$ cat config.mk
export PLATFORM = sky130hd
export DESIGN_NAME = rc4a85_cipher
export DESIGN_NICKNAME = d
export VERILOG_FILES = /design/src/hw/rtl/rc4a85_pkg.sv /design/src/hw/rtl/rc4a85_cipher.sv
export SDC_FILE = /design/constraint.sdc
export NUM_CORES = 2
export LEC_CHECK = 0
export BUFFER_PORTS_ARGS = -buffer_cell sky130_fd_sc_hd__buf_4
export CAP_MARGIN = 20
export CORE_MARGIN = 2
export CORE_UTILIZATION = 34
export DETAILED_ROUTE_END_ITERATION = 12
export PLACE_DENSITY = 0.46
export SLEW_MARGIN = 15
export SYNTH_ARGS = -nofsm -noshare
export SYNTH_HDL_FRONTEND = slang
export SYNTH_SLANG_ARGS = --single-unit
$ cat constraint.sdc
create_clock -name i_clk -period 5.9 [get_ports i_clk]
set_input_delay 1.18 -clock i_clk [delete_from_list [all_inputs] [get_ports i_clk]]
set_output_delay 1.18 -clock i_clk [all_outputs]
set_load 0.02 [all_outputs]
$ cat src/hw/rtl/rc4a85_pkg.sv
package rc4a85_pkg;
    localparam int KEY_BITS = 64;
    localparam int KeyIdxW  = $clog2(KEY_BITS);
    localparam logic [6:0] CHAR_BASE = 7'd33;
    localparam logic [6:0] RADIX     = 7'd85;
    localparam int N_DIGITS = 5;

    typedef struct packed {
        logic [31:0] word;
        logic        last;
    } t_group;
endpackage

$ cat src/hw/rtl/rc4a85_cipher.sv
// Keystream engine: permutation RAM with one read port and one write port.
// Key schedule fills the table, then runs 256 steps through states KA, KB, KC and
// KD; each byte then passes through states EA, EB, EC, ED, EE and EF.
module rc4a85_cipher (
    input  logic                       i_clk,
    input  logic                       i_rst_n,
    input  logic [rc4a85_pkg::KEY_BITS-1:0] i_key,
    input  logic                       i_start,
    input  logic                       i_sched,
    input  logic [7:0]                 i_byte,
    output logic                       o_done,
    output logic [7:0]                 o_cipher
);
    import rc4a85_pkg::*;

    localparam logic [3:0] S_IDLE  = 4'd0;
    localparam logic [3:0] S_FILL  = 4'd1;
    localparam logic [3:0] S_KA    = 4'd2;
    localparam logic [3:0] S_KB    = 4'd3;
    localparam logic [3:0] S_KC    = 4'd4;
    localparam logic [3:0] S_KD    = 4'd5;
    localparam logic [3:0] S_EA    = 4'd6;
    localparam logic [3:0] S_EB    = 4'd7;
    localparam logic [3:0] S_EC    = 4'd8;
    localparam logic [3:0] S_ED    = 4'd9;
    localparam logic [3:0] S_EE    = 4'd10;
    localparam logic [3:0] S_EF    = 4'd11;

    logic [7:0] r_mem [256];
    logic [7:0] r_rdata;
    logic [7:0] rd_addr;
    logic       we;
    logic [7:0] wa, wd;

    logic [3:0] r_state, n_state;
    logic [8:0] r_n, n_n;
    logic [7:0] r_i, n_i, r_j, n_j, r_si, n_si, r_sj, n_sj, r_b, n_b;
    logic [7:0] r_out, n_out;
    logic       r_done, n_done;
    logic       kb;

    always_ff @(posedge i_clk) begin
        if (we) r_mem[wa] <= wd;
        r_rdata <= r_mem[rd_addr];
    end

    assign kb = i_key[KeyIdxW'(r_n[7:0] % KEY_BITS)];

    always_comb begin
        n_state = r_state; n_n = r_n; n_i = r_i; n_j = r_j;
        n_si = r_si; n_sj = r_sj; n_b = r_b; n_out = r_out;
        n_done = 1'b0; we = 1'b0; wa = '0; wd = '0; rd_addr = '0;
        unique case (r_state)
            S_IDLE: if (i_start) begin
                n_b = i_byte;
                if (i_sched) begin
                    n_state = S_FILL; n_n = '0;
                end else begin
                    n_i = r_i + 8'd1; n_state = S_EA;
                end
            end
            S_FILL: begin
                we = 1'b1; wa = r_n[7:0]; wd = r_n[7:0];
                n_n = r_n + 9'd1;
                if (r_n == 9'd255) begin
                    n_n = '0; n_j = '0; n_state = S_KA;
                end
            end
            S_KA: begin rd_addr = r_n[7:0]; n_state = S_KB; end
            S_KB: begin
                n_si = r_rdata;
                n_j = r_j + r_rdata + {7'd0, kb};
                rd_addr = n_j; n_state = S_KC;
            end
            S_KC: begin
                we = 1'b1; wa = r_n[7:0]; wd = r_rdata; n_state = S_KD;
            end
            S_KD: begin
                we = 1'b1; wa = r_j; wd = r_si;
                n_n = r_n + 9'd1;
                if (r_n == 9'd255) begin
                    n_i = 8'd1; n_state = S_EA;
                end else n_state = S_KA;
            end
            S_EA: begin rd_addr = r_i; n_state = S_EB; end
            S_EB: begin
                n_si = r_rdata; n_j = r_j + r_rdata; rd_addr = n_j;
                n_state = S_EC;
            end
            S_EC: begin
                n_sj = r_rdata;
                we = 1'b1; wa = r_i; wd = r_rdata; n_state = S_ED;
            end
            S_ED: begin
                we = 1'b1; wa = r_j; wd = r_si;
                n_state = S_EE;
            end
            // swap is complete here, so the keystream read sees the new table
            S_EE: begin rd_addr = r_si + r_sj; n_state = S_EF; end
            S_EF: begin
                n_out = r_b ^ r_rdata; n_done = 1'b1; n_state = S_IDLE;
            end
            default: n_state = S_IDLE;
        endcase
    end

    always_ff @(posedge i_clk) begin
        if (!i_rst_n) begin
            r_state <= S_IDLE; r_i <= '0; r_j <= '0; r_n <= '0; r_done <= 1'b0;
        end else begin
            r_state <= n_state; r_i <= n_i; r_j <= n_j; r_n <= n_n;
            r_done <= n_done;
        end
    end

    always_ff @(posedge i_clk) begin
        r_si <= n_si; r_sj <= n_sj; r_b <= n_b;
        r_out <= n_out;
    end

    assign o_done   = r_done;
    assign o_cipher = r_out;
endmodule

==> reports/metrics.yaml <==
synth:
  syn_inst: 6296
  ys_seq_elements: 2118
  ys_seq_area_share_pct: 73.5
  synth_fp_nets: 6394
  ys.flop_type: "edfxtp_1"
  synth_async_sr_flop_share_pct: 0
  synth.distinct_cells: 85
  synth_area_sq_mm: 0.0860
  yosysWarnings: 0
  synth-edff-count: 2080
  avgSynthCellArea_sq_um: 13.7
die:
  dieArea_sq_mm: 0.257
  core_sq_mm: 0.251
  dieHeight_um: 507
  die_x_um: 507
  row_count: 184
  ios: 85
  initial_core_util_pct: 34.2
min_path:
  hold_end: "r_b[1]$_DFFE_PP_"
  whs_path_depth: 1
  hold_class: "in2reg"
  hp-start: "i_byte[1]"
place:
  io_buffer_count: 84
  gp_congestion: 0.917
  dp_hpwl_um: 196000
setup_path:
  r2r_cells: 21
  critPathMaxFanout: 28
  arrival_ps: 6500
  r2r_start: "r_n[0]$_SDFFE_PN0P_"
  required_ps: 6660
  cp_cell_sequence: "buf_12, buf_12, mux4_2, mux4_2, a22oi_2, nand2_2, ha_1, ha_1, nor2b_1, xnor2_1, buf_4, o211ai_4, buf_12, buf_12, buf_12, a311oi_1, o32ai_1, a221oi_1, buf_4, o221ai_1, o211ai_1"
  crit_path_frequent_cell: "buf_12"
  startpoint_type: "register"
  cp-end-kind: "register"
  path_class: "reg2reg"
  rrSetupSlack_ps: 160
  slowest_stage: "o32ai_1"
  r2r-end: "r_rdata[4]$_DFF_P_"
  cp_slowest_stage_delay_ps: 770
routing:
  ant_nets: 0
  wl_per_cell_um: 28.6
  num_vias: 58000
  drcViolationCount: 0
  wirelength_um: 301000
  viasPerCell: 5.51
  dr.pass1.iters: 6
  drtIter0Drc: 6515
flow_run:
  cap_violations: 0
timing:
  maxSlewHeadroom_pct: 20.6
  setup_violations: 0
  skew_ps: 83.6
  maxClockFrequency_mhz: 174
  tightest_slew_ps: 1190
  setup_tns_ps: 0
  hold_viol: 0
  rsz0062_at_grt: "yes"
  final.period_utilization_pct: 97.4
  min_period_ps: 5740
  drv_slew: 0
finish:
  multi_input_area_sq_mm: 0.0210
  fin_nets: 7086
  regArea_sq_mm: 0.0632
  drive_gt1_share_pct: 19.0
  n_fill_cell: 23300
  area.growth.synth_to_final_pct: 21.6
  fin_util_pct: 41.6
grt:
  grt_start_max_net_pins: 128
  first_global_vias: 56500
  grt_pass1_wl_um: 429000
  track_usage_pct: 23.0
  antenna_found_initial: 13
  overflow: 0
power_and_ir_drop:
  ir_drop_v: 0.000333
  leakage_uw: 0.0361
  p_per_area_mw_per_mm2: 364
  total_power_uw: 38100
cts:
  cts_made_buffers: 227
  insertion_delay_ps: 890
  ctsLongestPathBuffers: 3
  cts_tree: "yes"
  root_buffer: "clkbuf_16"
  cts_hold_buf: 0
  cts.sinks: 2118
  cts.clk_slew.worst_paths_ps: 60
  htreeDepth: 4
outcome:
  status: "finished, final reports clean"
[through the flow]
step	hold WS, ps	instance area [sq um]	std cells	worst slack (ps)
6_report	470	105000	10500	156
5_1_grt	433	105000	10500	-15.8
4_1_cts	405	104000	10500	32.8
3_5_place_dp	536	96800	10100	-895
3_3_place_gp	527	96800	10100	-927
2_1_floorplan	496	86000	6296	472
[critical path: cells and delay by family (launching register included)]
family          cells  cell delay [ps]
xor+xnor            1              140
buf+inv             7             1250
simple gates        2              270
mux                 2              990
fa+ha+maj           2              410
compound gates      7             2040
flops               1              380
[placed cells by master, fill, tap and decap left out, types with 14 or more instances in the layout]
master / Yosys / routed
a311oi_1: 156 / 154
a221o_1: 19 / 19
buf_12: 0 / 127
clkinv_2: 0 / 45
clkbuf_16: 0 / 229
o22ai_1: 22 / 21
buf_4: 8 / 788
nor3_1: 60 / 58
a32oi_1: 51 / 51
dfxtp_1: 38 / 38
mux4_2: 28 / 28
a221oi_1: 131 / 130
clkbuf_1: 148 / 50
clkinv_1: 0 / 45
nor4_1: 16 / 14
and3_1: 185 / 185
xor2_1: 19 / 19
nand2_2: 1 / 16
ha_1: 20 / 20
o31ai_1: 27 / 26
nand3_1: 241 / 240
o21ai_0: 63 / 58
a22o_1: 46 / 46
a22oi_1: 31 / 29
bufinv_16: 0 / 25
nor2_1: 332 / 323
nand2_1: 1406 / 1389
a211oi_1: 107 / 104
mux2i_1: 109 / 109
edfxtp_1: 2080 / 2080
a21oi_1: 308 / 306
a31oi_1: 119 / 117
[Yosys cell counts, types with 38 or more instances]
cell type,count,area [sq um]
nand3_1,241,1210
edfxtp_1,2080,62500
o21ai_0,63,315
a311oi_1,156,1370
a31oi_1,119,744
and3_1,185,1160
a21oi_1,308,1540
buf_2,210,1050
nor2_1,332,1250
a32oi_1,51,447
buf_1,89,334
nand2_1,1406,5280
mux2i_1,109,1090
dfxtp_1,38,761
a221oi_1,131,1150
a22o_1,46,403
nor3_1,60,300
a211oi_1,107,803
clkbuf_1,148,556
[cell type report]
class,instances,share of cell area (%)
inverter,19,0.126
antenna,2,0.00479
clock inverter,140,1.46
clock buffer,283,5.71
multi-input combinational,3701,20.1
tap,3348,4.01
sequential,2118,60.4
timing repair buffer,921,8.16
[registers in the layout (all words and copies together) (netlist names)]
register	count
r_mem	2048
r_n	9
o_cipher	8
r_b	8
r_i	8
r_j	8
r_rdata	8
r_si	8
r_sj	8
r_state	4
o_done	1
[per-layer routing]
layer  routed length, um  track usage, %
met5                   0               0
met4                9450            7.09
met1              131000            32.4
met3               19000            3.06
met2              142000            37.0
[repair_timing]
action                     CTS  global route
pin swaps                    0             6
gates resized for setup      9            22
setup endpoints to repair    5             8
buffers inserted             0            11
[worst max path at each step]
stage	to	start	slack, ps	depth (start not counted)
2_1_floorplan	r_mem[0][0]$_DFFE_PP_	r_state[2]$_SDFFE_PN0P_	470	8
3_3_place_gp	r_rdata[2]$_DFF_P_	i_key[19]	-930	24
3_5_place_dp	r_rdata[2]$_DFF_P_	i_key[23]	-900	24
4_1_cts	r_rdata[3]$_DFF_P_	r_n[0]$_SDFFE_PN0P_	30	22
5_1_grt	r_rdata[3]$_DFF_P_	r_n[1]$_SDFFE_PN0P_	-20	21
6_report	r_rdata[4]$_DFF_P_	r_n[0]$_SDFFE_PN0P_	160	21
[power by group]
group	leakage [uW]	internal, uW	total (uW)	switching, uW
Combinational	0.0127	2170	6180	4010
Clock	0.00365	8290	14500	6200
Sequential	0.0197	17200	17400	225
[cells by family after synthesis]
group / synth area share [%]
AND/OR/NAND/NOR: 11.4
flip-flops: 73.5
multiplexers: 2.05
buffers and inverters: 2.45
XOR/XNOR: 0.348
adder cells (fa/ha/maj): 0.337
AO/OA/AOI/OAI: 9.90
Power figures use the tool's default switching activity.
